==> src/hdl/gbs_ram.sv <==
// Generic single-write, single-read RAM with registered read data.
module gbs_ram #(
	parameter int WIDTH = 8,
	parameter int DEPTH = 16
) (
	input  logic                                     clk,
	input  logic                                     we,
	input  logic [((DEPTH > 1) ? $clog2(DEPTH) : 1)-1:0] waddr,
	input  logic [WIDTH-1:0]                         wdata,
	input  logic [((DEPTH > 1) ? $clog2(DEPTH) : 1)-1:0] raddr,
	output logic [WIDTH-1:0]                         rdata
);

	logic [WIDTH-1:0] mem_q [DEPTH];

	always_ff @(posedge clk) begin
		if (we) begin
			mem_q[waddr] <= wdata;
		end
		rdata <= mem_q[raddr];
	end

endmodule

==> config.mk <==
export PLATFORM = sky130hd
export DESIGN_NAME = gbs_ram
export DESIGN_NICKNAME = d
export VERILOG_FILES = /design/src/hdl/gbs_ram.sv
export SDC_FILE = /design/constraint.sdc
export NUM_CORES = 1
export LEC_CHECK = 0
export BUFFER_PORTS_ARGS = -buffer_cell sky130_fd_sc_hd__buf_2
export CORE_MARGIN = 4
export CORE_UTILIZATION = 45
export CTS_CLUSTER_DIAMETER = 40
export DETAILED_ROUTE_END_ITERATION = 12
export MAX_ROUTING_LAYER = met4
export PLACE_DENSITY = 0.7
export SLEW_MARGIN = 10
export SYNTH_ARGS = -nofsm -noshare
export SYNTH_HDL_FRONTEND = slang
export SYNTH_SLANG_ARGS = --single-unit
export TNS_END_PERCENT = 10
==> constraint.sdc <==
create_clock -name clk -period 1.71 [get_ports clk]
set_clock_uncertainty 0.05 [all_clocks]
set_input_delay 0 -clock clk [delete_from_list [all_inputs] [get_ports clk]]
set_output_delay 0 -clock clk [all_outputs]
set_load 0.05 [all_outputs]
**After elaboration in Yosys (flattened, before gate mapping)**

Memories as Yosys holds them, arrays and structs flattened. A register that Yosys moved wholly into a read port is not among the register bits.
Cells that the tools add are included.

- Register bits: 0
- RAM bits: 128
- Output and inout bits: 8
- Memories kept: 1

- Muxes and demuxes: 2

Memories:

| name | words | width | rd ports | clocked after Yosys merged registers in | write ports | line | RTL |
|---|---|---|---|---|---|---|---|
| mem_q | 16 | 8 | 1 | 1 | 1 | 14 | `logic [WIDTH-1:0] mem_q [DEPTH];` |

Operator list:

| cell | number |
|---|---|
| two-way mux 1 bit | 2 |

**Logic depth before layout (Yosys ltp)**

Gate-level depths: netlist of the first run.

- Depth after elaboration: 2
- Gate-level depth with buffers: 5

**Worst setup path after synthesis of the first run**

Ideal clock, no wire load.

- Path type: input to register
- Start point: input port waddr[2] in the netlist's numbering
- End point: memory mem_q[0][0] (enable)
- Library setup time: 383 ps
- Arrival: 1110 ps
- Required time: 1277 ps
- Setup slack: 167 ps
- Stages on the path: 2
- Cell sequence: or3b_2 nor3_1

RTL lines:

| item | line | RTL |
|---|---|---|
| start: declaration | 8 | `input logic [((DEPTH > 1) ? $clog2(DEPTH) : 1)-1:0] waddr,` |
| end: declaration | 14 |  |

Straight into the memory's write port.

==> results of run 1 <==
[layout by cell type (no fill, tap or decap), types with 3 or more instances in the layout]
cell,instances
nor2_1,13
buf_2,25
dfxtp_1,8
clkinv_4,4
a22oi_1,16
clkinvlp_4,3
clkinv_2,3
mux4_2,18
clkbuf_16,17
edfxtp_1,128
nor3_1,4
mux4_1,14
buf_4,20
nand2_1,9
dlygate4sd3_1,8
[flip-flops by register name, summed over array words and instances, names as in the netlist]
register,count
rdata,8
mem_q,128
[cells in the mapped netlist]
cell type and count:
nor2_1 13, mux4_1 14, nand2b_1 2, and2b_1 1, edfxtp_1 128, buf_4 1
dfxtp_1 8, nand3_1 1, nand3b_1 2, buf_6 3, nor3_1 4, buf_2 3
clkdlybuf4s25_2 3, mux4_2 18, nor2b_1 1, nand2_1 9, and2_1 1, or3b_2 1
a22oi_1 16
[worst paths after layout]
path | endpoint | startpoint
setup / recovery | rdata[4]$_DFF_P_ | mem_q[3][4]$_DFFE_PP_
hold / removal | rdata[1]$_DFF_P_ | raddr[2]
setup reg to reg | rdata[4]$_DFF_P_ | mem_q[3][4]$_DFFE_PP_
hold reg to reg | rdata[4]$_DFF_P_ | mem_q[14][4]$_DFFE_PP_
[worst max-delay path, stage by stage (launching register included)]
cell and delay, ps:
edfxtp_1 380, mux4_2 480, a22oi_1 300, nand2_1 80
[per-layer routing]
layer | up-vias | track usage
met5 | - | -
met4 | 0 | 0.06651
met3 | 14 | 0.04789
met2 | 66 | 0.2388
met1 | 1227 | 0.2151
li1 | 1102 | -
[logic make-up after synthesis]
group | Yosys count | share of synthesized area
AO/OA/AOI/OAI | 16 | 0.02334
buffers and inverters | 10 | 0.01677
flip-flops | 136 | 0.7778
multiplexers | 32 | 0.1502
AND/OR/NAND/NOR | 35 | 0.03184
[power groups by stage]
| stage | clock network, mW | logic, mW | registers [mW] |
|---|---|---|---|
| 3_5_place_dp | 0 | 0.427 | 3.81 |
| 6_report | 3.50 | 0.435 | 3.74 |
| 3_3_place_gp | 0 | 0.416 | 3.81 |
| 2_1_floorplan | 0 | 0.189 | 3.89 |
| 5_1_grt | 3.72 | 0.471 | 3.75 |
| 4_1_cts | 3.57 | 0.443 | 3.75 |
[area by class of cell]
cell class                 count  share of cell area
tap                          140             0.02820
timing repair buffer          55             0.06366
clock buffer                  18             0.06910
clock inverter                14             0.02417
multi-input combinational     83              0.1702
sequential                   136              0.6446
[through the flow]
step,hold WS [ps],setup WS [ps],instances
6_report,19.79,310.8,446
5_1_grt,47.32,255.4,446
4_1_cts,10.93,307.0,446
3_5_place_dp,350.7,237.3,406
3_3_place_gp,334.6,255.3,406
2_1_floorplan,48.87,167.1,229
==> results.json, run 1 <==
{
  "die_area_mm2": 0.01321,
  "fillCellCount": 813,
  "status": "finished clean",
  "dr_wl_met3_um": 495,
  "num_vias": 2409,
  "cp-start-kind": "flip-flop",
  "leakage_nw": 2.129,
  "io_buffer_count": 25,
  "io-pin-count": 26,
  "drc": 0,
  "gp_congestion": 0.7768,
  "min_path_cells": 4,
  "cts_tree": "yes",
  "grt_max_degree": 25,
  "h-tree-depth": 4,
  "cts_resized": 0,
  "slew_headroom": 0.7547,
  "area_growth_pct": 20.66,
  "die_w_um": 115.0,
  "grt_use_total": 0.1629,
  "drtIter0Drc": 225,
  "grt_pass1_vias": 2547,
  "clkSinkCount": 136,
  "clkPwrFrac": 0.456,
  "tightest_slew_ps": 368.0,
  "grt_antenna_before_repair": 0,
  "reg2reg_depth": 3,
  "wl_per_cell_um": 20.98,
  "clk_path_buf_depth": 2,
  "drtAntennaViolNets": 0,
  "seqPwrFrac": 0.487,
  "seqCellArea_mm2": 0.004004,
  "rows": 38,
  "avgSynthCellArea_um2": 22.48,
  "synth_top_area_frac": 0.7467,
  "path_clk_slew_ps": 60,
  "dp_hpwl_um": 6001,
  "syn_area_mm2": 0.005147,
  "netlist_instances": 229,
  "internal_power_mw": 6.045,
  "routed_wl_um": 9358,
  "synth_top_area_cell": "edfxtp_1",
  "end_kind": "flip-flop",
  "grt_remaining_overflow": 0,
  "dpl_cell_area_mm2": 0.005552,
  "hold_buffers": 8,
  "top_layer": "met4",
  "n_antenna_cell": 0,
  "multiInputGateArea_mm2": 0.001057,
  "crit_arrival_ps": 1640,
  "synth_cell_types": 19,
  "dieHeight_um": 115.0,
  "max_freq_mhz": 714.7,
  "synth_seq_cells": 136,
  "cp_data_required_time_ps": 1960,
  "post-cts-setup-buffers": 0,
  "setup_viol": 0,
  "nets": 311,
  "cp_max_fo": 1,
  "vdd_drop_max_uv": 587.8,
  "final-hold-violation-count": 0,
  "synthesis.nets": 247,
  "core_area_mm2": 0.01103,
  "crit_type": "reg2reg",
  "vias_per_cell": 5.401,
  "p_sw_frac": 0.2132,
  "wl_met2_um": 4539,
  "reg2reg_slack_ps": 310,
  "comb_power_share": 0.057,
  "drt-met1-wl_um": 4157,
  "start_util": 0.4667,
  "grt_first_pass_wirelength_um": 14790,
  "maxCapViolCount": 0,
  "fin_tns_setup_ps": 0,
  "cts_buffers": 17,
  "fin_crit_sh": 0.8183,
  "final_layout_size_suffix_gt1_frac": 0.3170,
  "cts-root-buf": "clkbuf_16",
  "power.total_mw": 7.682,
  "grt_setup_unrepaired": "false",
  "yosys_warnings": 0,
  "hold_class": "in2reg",
  "power_density_mw_per_mm2": 1237,
  "insertion_delay_ps": 410,
  "ys_seq_area_frac": 0.7778,
  "finalInstanceArea_mm2": 0.006211,
  "drtPass1Iterations": 4,
  "final_util": 0.5631,
  "synth.area.top_cells": "edfxtp_1 (75%), mux4_2 (7.9%), mux4_1 (7.1%)",
  "switchingPower_mw": 1.638,
  "drv_slew": 0,
  "finalCriticalPeriod_ps": 1399
}
Power figures use the tool's default switching activity.
==> run 2, diff against run 1 <==
- PLACE_DENSITY: 0.7 -> 0.72
- clock period: 1.71 -> 1.1 ns (I/O delays scaled with it)
==> results.json, run 2 (synthesized netlist as in run 1, its figures left out) <==
{
  "status": "finished with violations",
  "violations": "setup timing",
  "io_buffer_count": 25,
  "vdd_drop_max_uv": 1355,
  "tightest_slew_ps": 909.8,
  "cts_buffers": 17,
  "power.total_mw": 11.98,
  "vias_per_cell": 5.476,
  "grt_use_total": 0.1755,
  "fin_crit_sh": 1.216,
  "grt_first_pass_wirelength_um": 15860,
  "die_area_mm2": 0.01321,
  "drtIter0Drc": 246,
  "setup_ws_ps": -238.0,
  "grt_remaining_overflow": 0,
  "area_growth_pct": 23.70,
  "rows": 38,
  "slew_headroom": 0.3912,
  "grt_antenna_before_repair": 0,
  "top_regs": "mem_q (128), rdata (8)",
  "final-hold-violation-count": 0,
  "max_freq_mhz": 747.4,
  "min_from": "waddr[1]",
  "n_antenna_cell": 0,
  "fillCellCount": 797,
  "nets": 317,
  "core_area_mm2": 0.01103,
  "wl_per_cell_um": 22.66,
  "drtPass1Iterations": 4,
  "cp-start-kind": "flip-flop",
  "gp_congestion": 0.7482,
  "setup_viol": 8,
  "power_density_mw_per_mm2": 1881,
  "crit_type": "reg2reg",
  "grt_pass1_vias": 2654,
  "hold_end": "mem_q[0][5]$_DFFE_PP_",
  "crit_arrival_ps": 1570,
  "reg2reg_slack_ps": -240,
  "post-cts-setup-buffers": 0,
  "final_common_cell": "edfxtp_1",
  "die_w_um": 115.0,
  "drv_slew": 0,
  "insertion_delay_ps": 400,
  "cp_max_fo": 1,
  "fin_tns_setup_ps": -1581,
  "min_path_cells": 3,
  "cts-root-buf": "clkbuf_16",
  "grt_max_degree": 17,
  "clkSinkCount": 136,
  "final_layout_size_suffix_gt1_frac": 0.4071,
  "largest_register_ffs": 128,
  "drtAntennaViolNets": 0,
  "routed_wl_um": 10240,
  "dieHeight_um": 115.0,
  "final_cell_mix": "edfxtp_1 (128), mux4_2 (29), buf_2 (25)",
  "r2r_end": "rdata[2]$_DFF_P_",
  "leakage_nw": 2.142,
  "clk_path_buf_depth": 2,
  "num_vias": 2475,
  "drc": 0,
  "finalCriticalPeriod_ps": 1338,
  "cts_tree": "yes",
  "path_clk_slew_ps": 60,
  "end_kind": "flip-flop",
  "grt_setup_unrepaired": "true",
  "maxCapViolCount": 0,
  "reg2reg_depth": 3,
  "start_util": 0.4667,
  "io-pin-count": 26,
  "largest-register": "mem_q",
  "dp_hpwl_um": 6462,
  "h-tree-depth": 4,
  "rr_startpoint": "mem_q[0][2]$_DFFE_PP_",
  "hold_class": "in2reg",
  "cp_data_required_time_ps": 1330
}
-- run 2: changes by cell type in the layout (fill, tap and decap cells not counted), moves of 2 or more --
cell	previous run	this run
inv_6	2	0
clkbuf_8	0	2
nor3_1	4	2
nor2_2	0	3
mux4_1	14	3
a22oi_2	0	12
mux4_2	18	29
clkinv_4	4	1
nor2_1	13	10
clkbuf_1	1	5
a22oi_1	16	4
buf_12	2	8
-- run 2: worst max path at each step --
stage | endpoint | slack, ps | cells past startpoint | startpoint
2_1_floorplan | mem_q[4][0]$_DFFE_PP_ | -140 | 2 | waddr[3]
3_3_place_gp | rdata[2]$_DFF_P_ | -390 | 5 | raddr[0]
3_5_place_dp | rdata[2]$_DFF_P_ | -410 | 5 | raddr[0]
4_1_cts | rdata[2]$_DFF_P_ | -240 | 3 | mem_q[3][2]$_DFFE_PP_
5_1_grt | rdata[1]$_DFF_P_ | -270 | 3 | mem_q[3][1]$_DFFE_PP_
6_report | rdata[2]$_DFF_P_ | -240 | 3 | mem_q[0][2]$_DFFE_PP_
-- run 2: repair_timing --
item | in CTS | in global routing
pin swaps | 6 | 4
endpoints found under the setup margin | 8 | 8
hold buffers | 8 | 0
endpoints found under the hold margin | 128 | 0
gates resized for setup | 13 | 10
-- run 2: per-layer routing --
| layer | GRT usage | part of all wire | up-vias |
|---|---|---|---|
| li1 | - | - | 1103 |
| met1 | 0.2074 | 0.41 | 1285 |
| met2 | 0.2932 | 0.53 | 81 |
| met3 | 0.04211 | 0.050 | 6 |
| met4 | 0.06573 | 0.011 | 0 |
| met5 | - | 0 | - |
-- run 2: critical path, cell delays in order, from the launching register on --
cell      delay (ps)
edfxtp_1         380
mux4_2           480
a22oi_2          220
nand2_1           90
-- run 2: metrics by stage --
stage	setup slack, ps	hold WS, ps	std cells	area (um2)	util
CTS	-240.0	66.18	452	6352	0.5759
global placement	-385.3	333.1	412	5698	0.5166
finish	-238.0	80.79	452	6367	0.5772
detailed placement	-408.2	349.4	412	5698	0.5166
floorplan	-141.6	48.87	229	5174	-
global route	-268.7	83.07	452	6367	0.5772
-- run 2: layout make-up --
type | count | area [um2] | share of cell area
clock buffer | 24 | 471.7 | 0.07408
clock inverter | 8 | 98.84 | 0.01552
multi-input combinational | 83 | 1102 | 0.1731
sequential | 136 | 4004 | 0.6288
tap | 140 | 175.2 | 0.02751
timing repair buffer | 61 | 515.5 | 0.08096
-- run 2: power breakdown --
part | switching, mW | internal [mW] | leakage, nW | total (mW)
sequential | 0.0327 | 5.80 | 1.22 | 5.83
clock | 1.93 | 3.45 | 0.274 | 5.38
combinational | 0.458 | 0.310 | 0.645 | 0.768
total | 2.42 | 9.55 | 2.14 | 12.0
