[src/hdl/gbs_pkg.sv]
// Shared constants, types and helper functions for the greedy box suppression unit.
package gbs_pkg;

	localparam int MAX_KEPT   = 64;
	localparam int COORD_BITS = 16;

	localparam int EDGE_W = 16;
	localparam int DIM_W  = 15;
	localparam int SLOT_W = 6;
	localparam int THR_W  = 16;

	localparam int IDX_W = (MAX_KEPT > 1) ? $clog2(MAX_KEPT) : 1;
	localparam int CNT_W = $clog2(MAX_KEPT + 1);

	// Signed width that holds an edge, a far edge and their differences.
	localparam int EXT_W  = ((COORD_BITS > DIM_W) ? COORD_BITS : DIM_W) + 2;
	localparam int AREA_W = 2 * DIM_W;
	localparam int UNI_W  = AREA_W + 1;
	localparam int OPA_W  = (THR_W > DIM_W) ? THR_W : DIM_W;
	localparam int OPB_W  = UNI_W;
	localparam int PROD_W = OPA_W + OPB_W;

	localparam logic [THR_W-1:0] THR_RESET = 16'd29491;

	typedef struct packed {
		logic signed [COORD_BITS-1:0] x;
		logic signed [COORD_BITS-1:0] y;
		logic [DIM_W-1:0]             w;
		logic [DIM_W-1:0]             h;
	} box_t;

	localparam int BOX_W = $bits(box_t);

	typedef enum logic [3:0] {
		ST_IDLE,
		ST_AREA,
		ST_RD,
		ST_OVL,
		ST_MINT,
		ST_MAREA,
		ST_MTHR,
		ST_CMP,
		ST_FIN
	} state_t;

	typedef enum logic [1:0] {
		MUL_AREA_A,
		MUL_INTER,
		MUL_AREA_B,
		MUL_THR
	} mul_sel_t;

	typedef struct packed {
		logic     load_box;
		logic     mul_en;
		mul_sel_t mul_sel;
		logic     cap_area;
		logic     cap_ovl;
		logic     cap_inter;
		logic     cap_uni;
	} ctrl_t;

	// Low COORD_BITS bits of an edge field, zero-filled when wider than the field.
	function automatic logic signed [COORD_BITS-1:0] coord_of(input logic [EDGE_W-1:0] v);
		logic [COORD_BITS+EDGE_W-1:0] t;
		t = {{COORD_BITS{1'b0}}, v};
		return t[COORD_BITS-1:0];
	endfunction

	// Low SLOT_W bits of a list position.
	function automatic logic [SLOT_W-1:0] slot_of(input logic [CNT_W-1:0] c);
		logic [CNT_W+SLOT_W-1:0] t;
		t = {{SLOT_W{1'b0}}, c};
		return t[SLOT_W-1:0];
	endfunction

endpackage

[src/hdl/gbs_ifs.sv]
// Channel interfaces: input boxes, results and the threshold write port.
interface gbs_box_if import gbs_pkg::*; ();
	logic                     valid;
	logic                     ready;
	logic                     frame_start;
	logic signed [EDGE_W-1:0] box_x;
	logic signed [EDGE_W-1:0] box_y;
	logic [DIM_W-1:0]         box_w;
	logic [DIM_W-1:0]         box_h;

	modport source(output valid, frame_start, box_x, box_y, box_w, box_h, input ready);
	modport sink(input valid, frame_start, box_x, box_y, box_w, box_h, output ready);
endinterface

interface gbs_res_if import gbs_pkg::*; ();
	logic              valid;
	logic              ready;
	logic              keep;
	logic [SLOT_W-1:0] kept_slot;
	logic              list_full;

	modport source(output valid, keep, kept_slot, list_full, input ready);
	modport sink(input valid, keep, kept_slot, list_full, output ready);
endinterface


[src/hdl/gbs_seq.sv]
// Sequencer: walks the kept list through the shared unit and issues one result per box.
module gbs_seq import gbs_pkg::*; (
	input  logic             clk,
	input  logic             arst_n,
	gbs_box_if.sink          box,
	gbs_res_if.source        result,
	input  logic             suppress,
	output ctrl_t            ctrl,
	output logic             ram_we,
	output logic [IDX_W-1:0] ram_waddr,
	output logic [IDX_W-1:0] ram_raddr
);

	state_t            state_q, state_d;
	logic [IDX_W-1:0]  idx_q, idx_d;
	logic [CNT_W-1:0]  cnt_q, cnt_d;
	logic              keep_q, keep_d;
	logic              out_valid_q, out_valid_d;
	logic              out_keep_q, out_keep_d;
	logic [SLOT_W-1:0] out_slot_q, out_slot_d;
	logic              out_full_q, out_full_d;
	logic [CNT_W-1:0]  nxt;

	assign nxt       = CNT_W'(idx_q) + CNT_W'(1);
	assign ram_waddr = cnt_q[IDX_W-1:0];

	always_ff @(posedge clk or negedge arst_n) begin
		if (!arst_n) begin
			state_q     <= ST_IDLE;
			idx_q       <= '0;
			cnt_q       <= '0;
			keep_q      <= 1'b0;
			out_valid_q <= 1'b0;
		end else begin
			state_q     <= state_d;
			idx_q       <= idx_d;
			cnt_q       <= cnt_d;
			keep_q      <= keep_d;
			out_valid_q <= out_valid_d;
		end
	end

	always_ff @(posedge clk) begin
		out_keep_q <= out_keep_d;
		out_slot_q <= out_slot_d;
		out_full_q <= out_full_d;
	end

	always_comb begin
		state_d      = state_q;
		idx_d        = idx_q;
		cnt_d        = cnt_q;
		keep_d       = keep_q;
		out_valid_d  = out_valid_q && !result.ready;
		out_keep_d   = out_keep_q;
		out_slot_d   = out_slot_q;
		out_full_d   = out_full_q;
		ctrl         = '0;
		ctrl.mul_sel = MUL_AREA_A;
		box.ready    = 1'b0;
		ram_we       = 1'b0;
		ram_raddr    = idx_q;

		unique case (state_q)
			ST_IDLE: begin
				box.ready = 1'b1;
				if (box.valid) begin
					ctrl.load_box = 1'b1;
					keep_d        = 1'b1;
					idx_d         = '0;
					if (box.frame_start) begin
						cnt_d = '0;
					end
					state_d = ST_AREA;
				end
			end
			ST_AREA: begin
				ctrl.mul_en  = 1'b1;
				ctrl.mul_sel = MUL_AREA_A;
				state_d      = (cnt_q == '0) ? ST_FIN : ST_RD;
			end
			ST_RD: begin
				ctrl.cap_area = 1'b1;
				state_d       = ST_OVL;
			end
			ST_OVL: begin
				ctrl.cap_ovl = 1'b1;
				state_d      = ST_MINT;
			end
			ST_MINT: begin
				ctrl.mul_en  = 1'b1;
				ctrl.mul_sel = MUL_INTER;
				state_d      = ST_MAREA;
			end
			ST_MAREA: begin
				ctrl.cap_inter = 1'b1;
				ctrl.mul_en    = 1'b1;
				ctrl.mul_sel   = MUL_AREA_B;
				state_d        = ST_MTHR;
			end
			ST_MTHR: begin
				ctrl.cap_uni = 1'b1;
				ctrl.mul_en  = 1'b1;
				ctrl.mul_sel = MUL_THR;
				state_d      = ST_CMP;
			end
			ST_CMP: begin
				if (suppress) begin
					keep_d  = 1'b0;
					state_d = ST_FIN;
				end else if (nxt < cnt_q) begin
					idx_d     = IDX_W'(nxt);
					ram_raddr = IDX_W'(nxt);
					state_d   = ST_OVL;
				end else begin
					state_d = ST_FIN;
				end
			end
			ST_FIN: begin
				if (!out_valid_q || result.ready) begin
					out_valid_d = 1'b1;
					out_keep_d  = keep_q;
					out_slot_d  = '0;
					out_full_d  = 1'b0;
					if (keep_q) begin
						if (cnt_q < CNT_W'(MAX_KEPT)) begin
							ram_we     = 1'b1;
							out_slot_d = slot_of(cnt_q);
							cnt_d      = cnt_q + CNT_W'(1);
						end else begin
							out_full_d = 1'b1;
						end
					end
					state_d = ST_IDLE;
				end
			end
			default: begin
				state_d = ST_IDLE;
			end
		endcase
	end

	assign result.valid     = out_valid_q;
	assign result.keep      = out_keep_q;
	assign result.kept_slot = out_slot_q;
	assign result.list_full = out_full_q;

endmodule

[src/flat_wrapper.sv]
// flat-port wrapper written by rule: the top's interface ports become plain ports
module gbs_seq_flat import gbs_pkg::*;
  (clk, arst_n, suppress, ctrl, ram_we, ram_waddr, ram_raddr, box_valid, box_frame_start, box_box_x, box_box_y, box_box_w, box_box_h, box_ready, result_valid, result_keep, result_kept_slot, result_list_full, result_ready);
  gbs_box_if box_i ();
  gbs_res_if result_i ();
  input  logic clk;
  input  logic arst_n;
  input  logic suppress;
  output ctrl_t ctrl;
  output logic ram_we;
  output logic [IDX_W-1:0] ram_waddr;
  output logic [IDX_W-1:0] ram_raddr;
  input wire logic [$bits(box_i.valid)-1:0] box_valid;
  input wire logic [$bits(box_i.frame_start)-1:0] box_frame_start;
  input wire logic [$bits(box_i.box_x)-1:0] box_box_x;
  input wire logic [$bits(box_i.box_y)-1:0] box_box_y;
  input wire logic [$bits(box_i.box_w)-1:0] box_box_w;
  input wire logic [$bits(box_i.box_h)-1:0] box_box_h;
  output wire logic [$bits(box_i.ready)-1:0] box_ready;
  output wire logic [$bits(result_i.valid)-1:0] result_valid;
  output wire logic [$bits(result_i.keep)-1:0] result_keep;
  output wire logic [$bits(result_i.kept_slot)-1:0] result_kept_slot;
  output wire logic [$bits(result_i.list_full)-1:0] result_list_full;
  input wire logic [$bits(result_i.ready)-1:0] result_ready;
  assign box_i.valid = box_valid;
  assign box_i.frame_start = box_frame_start;
  assign box_i.box_x = box_box_x;
  assign box_i.box_y = box_box_y;
  assign box_i.box_w = box_box_w;
  assign box_i.box_h = box_box_h;
  assign box_ready = box_i.ready;
  assign result_valid = result_i.valid;
  assign result_keep = result_i.keep;
  assign result_kept_slot = result_i.kept_slot;
  assign result_list_full = result_i.list_full;
  assign result_i.ready = result_ready;
  gbs_seq u_core (.clk(clk), .arst_n(arst_n), .box(box_i), .result(result_i), .suppress(suppress), .ctrl(ctrl), .ram_we(ram_we), .ram_waddr(ram_waddr), .ram_raddr(ram_raddr));
endmodule
[config.mk]
export PLATFORM = sky130hd
export DESIGN_NAME = gbs_seq_flat
export DESIGN_NICKNAME = d
export VERILOG_FILES = /design/src/hdl/gbs_pkg.sv /design/src/hdl/gbs_ifs.sv /design/src/hdl/gbs_seq.sv /design/src/flat_wrapper.sv
export SDC_FILE = /design/constraint.sdc
export NUM_CORES = 1
export LEC_CHECK = 0
export BUFFER_PORTS_ARGS = -buffer_cell sky130_fd_sc_hd__buf_2
export CORE_MARGIN = 2
export CORE_UTILIZATION = 46
export CTS_BUF_LIST = sky130_fd_sc_hd__clkbuf_8
export CTS_CLUSTER_DIAMETER = 120
export DETAILED_ROUTE_END_ITERATION = 12
export PLACE_DENSITY = 0.83
export SETUP_SLACK_MARGIN = 0.05
export SYNTH_ARGS = -nofsm -noshare
export SYNTH_HDL_FRONTEND = slang
export SYNTH_SLANG_ARGS = --single-unit
[constraint.sdc]
create_clock -name clk -period 3.1 [get_ports clk]
set_input_delay 0.155 -clock clk [delete_from_list [all_inputs] [get_ports clk]]
set_output_delay 0.155 -clock clk [all_outputs]
set_load 0.1 [all_outputs]
-- After elaboration in Yosys (flattened, before gate mapping)
Cells that the tools add are included.
- bits in registers: 27
- input bits: 68
- output and inout bits: 31
- $add $sub $neg: 2
- order comparisons: 2
- equality and inequality tests: 14
- muxes and demuxes: 35
- reductions and logical operators: 14
- operator list (operator ; count):
    $pmux W4 S9 ; 1
    $mux W7 ; 5
    $mux W6 ; 4
    $mux W4 ; 5
    $eq A4 B3 Y1 const B ; 4
    $mux W1 ; 16
    $pmux W7 S2 ; 1
    $pmux W3 S4 ; 1
    $pmux W6 S2 ; 1
    $eq A4 B2 Y1 const B ; 2
    $reduce_and A2 Y1 ; 4
    $add A6 B1 Y7 const B ; 1
    $add A7 B1 Y7 const B ; 1
    $logic_not A7 Y1 ; 1
    $lt A7 B7 Y1 ; 1
    $lt A7 B7 Y1 const B ; 1
    $ne A2 B1 Y1 const B ; 3
    $ne A2 B2 Y1 const B ; 3
    $reduce_and A6 Y1 ; 1
    $eq A4 B1 Y1 const B ; 1
    $eq A4 B4 Y1 const B ; 1
    $logic_not A4 Y1 ; 1
    $reduce_bool A2 Y1 ; 2
    $reduce_and A3 Y1 ; 1
    4 further kinds ; 5

-- Longest topological paths before layout
- depth after elaboration: 5
- depth in mapped cells: 10
- gate-level depth less buffers: 9

-- Worst setup path after synthesis
Ideal clock, no wire load.
- path type: register to output
- start point: reg u_core.idx_q[0]
- end point: out ram_raddr[1]
- arrival time: 4337 ps
- required time: 2945 ps
- setup slack: -1392 ps
- stages on the path, launching flop included: 10
- cell sequence: dfrtp_1 > nand3_1 > or2_2 > xnor2_1 > ha_1 > a21o_1 > a2111oi_4 > o21ai_2 > buf_2 > o21ai_0
- longest elaborated chain between the ends: 5
- ends and longest elaborated chain (element ; line ; text):
    start, declared ; gbs_seq.sv:15 ; logic [IDX_W-1:0] idx_q, idx_d;
    start signal, assigned ; gbs_seq.sv:36 ; idx_q <= idx_d;
    $add A6 B1 Y7 * ; gbs_seq.sv:24 ; assign nxt = CNT_W'(idx_q) + CNT_W'(1);
    $lt A7 B7 Y1 ; gbs_seq.sv:111 ; end else if (nxt < cnt_q) begin
    $mux W6 * (2 in series) ; n/a ;
    $mux W6 * ; gbs_seq.sv:64 ; unique case (state_q)
    end, declared ; flat_wrapper.sv:12 ; output logic [IDX_W-1:0] ram_raddr;
Every way passes the cells marked *; elsewhere a longest branch is shown, timed or not.

-- Final worst setup path
- start point: reg u_core.idx_q[1]
- end point: out ram_raddr[2]
The elaborated chain is that of the path after synthesis.

==> summary.md <==
| Metric | Value |
|---|---|
| NetSw | between 1 and 1.5 mW |
| Final #Nets | 308 |
| Combinational power share | 0.617 |
| Area growth syn-to-layout | 37.2% |
| EDFF count, synth | 8 |
| Clock Skew | approximately 3.8 ps |
| Min-delay worst type | primary input to flip-flop |
| Pleak | 1.06 nW |
| Synth Cell Area | 0.00176 mm^2 |
| Vias/cell | 5.44 |
| Placer Congestion | approximately 0.85 |
| Flop pwr share | 0.281 |
| Sink Count | 27 |
| Yosys top cell by area | dfrtp_1 |
| Layout cells sized above 1 | 0.384 |
| Pin count of the biggest net entering global routing | 20 |
| Clk_lat worst skew | 270 ps |
| Initial DRC count | 79 |
| Net Sw Frac | 0.578 |
| Worst setup EP type | output port |
| Initial antenna violation count | 0 |
| Die area | approximately 0.0043 mm^2 |
| Worst Path Required | 2940 ps |
| Port Buffers | 36 |
| Core Util, Final | 0.661 |
| CTS Buffer Depth | 2 |
| Outcome | complete, but fails checks |
| F_max | 316 MHz |
| DR DRC count | 0 |
| Worst-path clk slew | 90 ps |
| RSZ-0062 raised after global routing | yes |
| Synth unique cells | 42 |
| Most common cell in the synthesized netlist | nor2_1 |
| Tcrit/Tclk final | 1.02 |
| CTS tree | yes |
| Clock power share | 0.102 |
| DIE HEIGHT | 65.9 um |
| Max rail drop VDD | 0.633 mV |
| Pint | approximately 0.84 mW |
| Syn_area_per_cell | roughly 9.6 um^2 |
| H-Tree Depth | 1 |
| Post-synth top area share | 0.270 |
| GR Util met3 | 0.0221 |
| Critical Path AT | between 3000 and 4000 ps |
| Die W | between 60 and 70 um |
| Syn Nets | between 200 and 300 |
| Cell Pwr Density | 821 mW/mm^2 |
| Synthesized netlist cell count | 184 |
| Initial Util | 0.482 |
| Vias | 1,508 |
| Most instantiated cells after synthesis | 20 x nor2_1, 19 x dfrtp_1, 13 x nand2_1 |
| Violated checks | negative setup slack |
| Sequential area share after synthesis | 0.406 |
| Relative slew slack | 0.646 |
| HPWL after DPL | around 2900 um |
| Total GRT Usage | 0.206 |
| DR WL/cell | 15.1 um |
| Post-route setup slack | -65.4 ps |
| Final hold violations | 0 |
| Synth async-reset ratio | 0.704 |
| Number of diodes | 0 |
| Grt met2 use | 0.367 |
| Crit start category | flip-flop |
| Slew @ Worst Pin | 530 ps |
| WHS | between 150 and 200 ps |
| Number of synthesized register bits | 27 |
| Total Wirelength | 4190 um |
| Router iterations before antenna repair | 4 |
| Critical Path Fanout Max | 5 |
| Fillers | 269 |
| Most used DFF post-synth | dfrtp_1 |
| IO Count | 99 |
| Core ar. | 0.00366 mm^2 |
| Setup_tns | -247 ps |
| Final Slew Violations | 0 |
| Min cycle time layout | 3170 ps |
| YS warnings | 0 |
| ANT nets after route | 0 |
| Vias in the first global route | 1,467 |
| First-pass GRT wire length | 6880 um |
| Root Driver | clkbuf_8 |
| Max-Cap Viols | 0 |
| Met1 GRT Util | 0.262 |
| Cell Rows | 22 |
| Cts bufs inserted | 3 |
| Crit Path Category | flip-flop to output port |
| Endpoints failing setup | 6 |
| Synth top area cells | dfrtp_1 27%, edfxtp_1 14%, ha_1 7.1% |
| GR Overflow Total | 0 |
| Busiest grt layer | met2 |
==> repair_timing <==
item / 4_1_cts / 5_1_grt
setup endpoints to repair: 6 / 7
hold endpoints to repair: 19 / 0
hold buffers: 1 / 0
pin swaps: 6 / 8
gates resized for setup: 13 / 2
setup buffers: 5 / 4
cloned: 1 / 0
==> final cells by class <==
cell class,instances,area (um^2),share of cell area
timing repair buffer,53,404,0.167
inverter,11,45.0,0.0186
sequential,27,718,0.297
tap,48,60.1,0.0248
multi-input combinational,134,1140,0.473
clock buffer,3,41.3,0.0171
clock inverter,1,5.00,0.00207
==> power groups by stage <==
stage                     Sequential [mW]  Combinational [mW]  Clock, mW
after floorplan                     0.560               0.967          0
after global placement              0.558                1.14          0
after detailed placement            0.561                1.15          0
after CTS                           0.552                1.22      0.203
after global routing                0.573                1.30      0.221
final                               0.557                1.22      0.203
==> registers in the layout, indices dropped and copies added, names as in the netlist <==
name	count
u_core.cnt_q	7
u_core.idx_q	6
u_core.result.kept_slot	6
u_core.state_q	4
u_core.keep_q	1
u_core.result.keep	1
u_core.result.list_full	1
u_core.result.valid	1
==> per-layer routing <==
layer,vias up,wire [um],share of wire
li1,723,-,-
met1,728,1800,0.43
met2,49,2090,0.50
met3,8,217,0.052
met4,0,78,0.019
met5,-,0,0
==> cells by family after synthesis <==
group / count (synthesis) / synth area share
flip-flops: 27 / 0.406
AO/OA/AOI/OAI: 29 / 0.124
buffers and inverters: 24 / 0.0696
XOR/XNOR: 14 / 0.0696
multiplexers: 5 / 0.0326
adder cells (fa/ha/maj): 10 / 0.0710
AND/OR/NAND/NOR: 75 / 0.227
==> worst paths after layout <==
path / from / end / slack [ps] / cells past startpoint
min in group asynchronous: arst_n / u_core.state_q[0] / 350 / 2
max in group asynchronous: arst_n / u_core.idx_q[0] / 2410 / 2
min: box_valid / u_core.state_q[0] / 190 / 3
max reg2reg: u_core.idx_q[1] / u_core.idx_q[5] / 100 / 11
min reg2reg: u_core.keep_q / u_core.result.keep / 510 / 0
max: u_core.idx_q[1] / ram_raddr[2] / -70 / 10
==> placed cells by master (no fill, tap or decap), types with 3 or more instances in the layout <==
cell       n
buf_4     15
a21oi_1    4
ha_1       8
nor3_1     5
edfxtp_1   8
xor2_4     4
nor4_1     3
nand3_1    6
clkbuf_8   3
and3_1     3
buf_12     6
nand2b_1   7
nor2_1    16
nand2_1   11
inv_1     10
buf_2     30
nor2_4     4
and2_1     8
o21ai_0    9
dfrtp_1   17
xnor2_1    6
==> stage by stage <==
| step | area, um^2 | setup WS (ps) | power (mW) | cells |
|---|---|---|---|---|
| floorplan | 1910 | 63.3 | 1.53 | 184 |
| global placement | 2210 | 238 | 1.69 | 262 |
| detailed placement | 2210 | 189 | 1.71 | 262 |
| CTS | 2380 | 52.4 | 1.97 | 273 |
| global route | 2420 | -181 | 2.09 | 277 |
| finish | 2420 | -65.4 | 1.98 | 277 |
==> worst max-delay path, stage by stage (launching register included) <==
cell and delay, ps:
dfrtp_1 430, nand3_2 110, or2_4 250, xnor2_2 130, ha_1 310, a21o_1 240, a2111oi_4 470, o21ai_4 210
nor2_4 210, xor2_4 170, buf_12 190
Power figures use the tool's default switching activity.
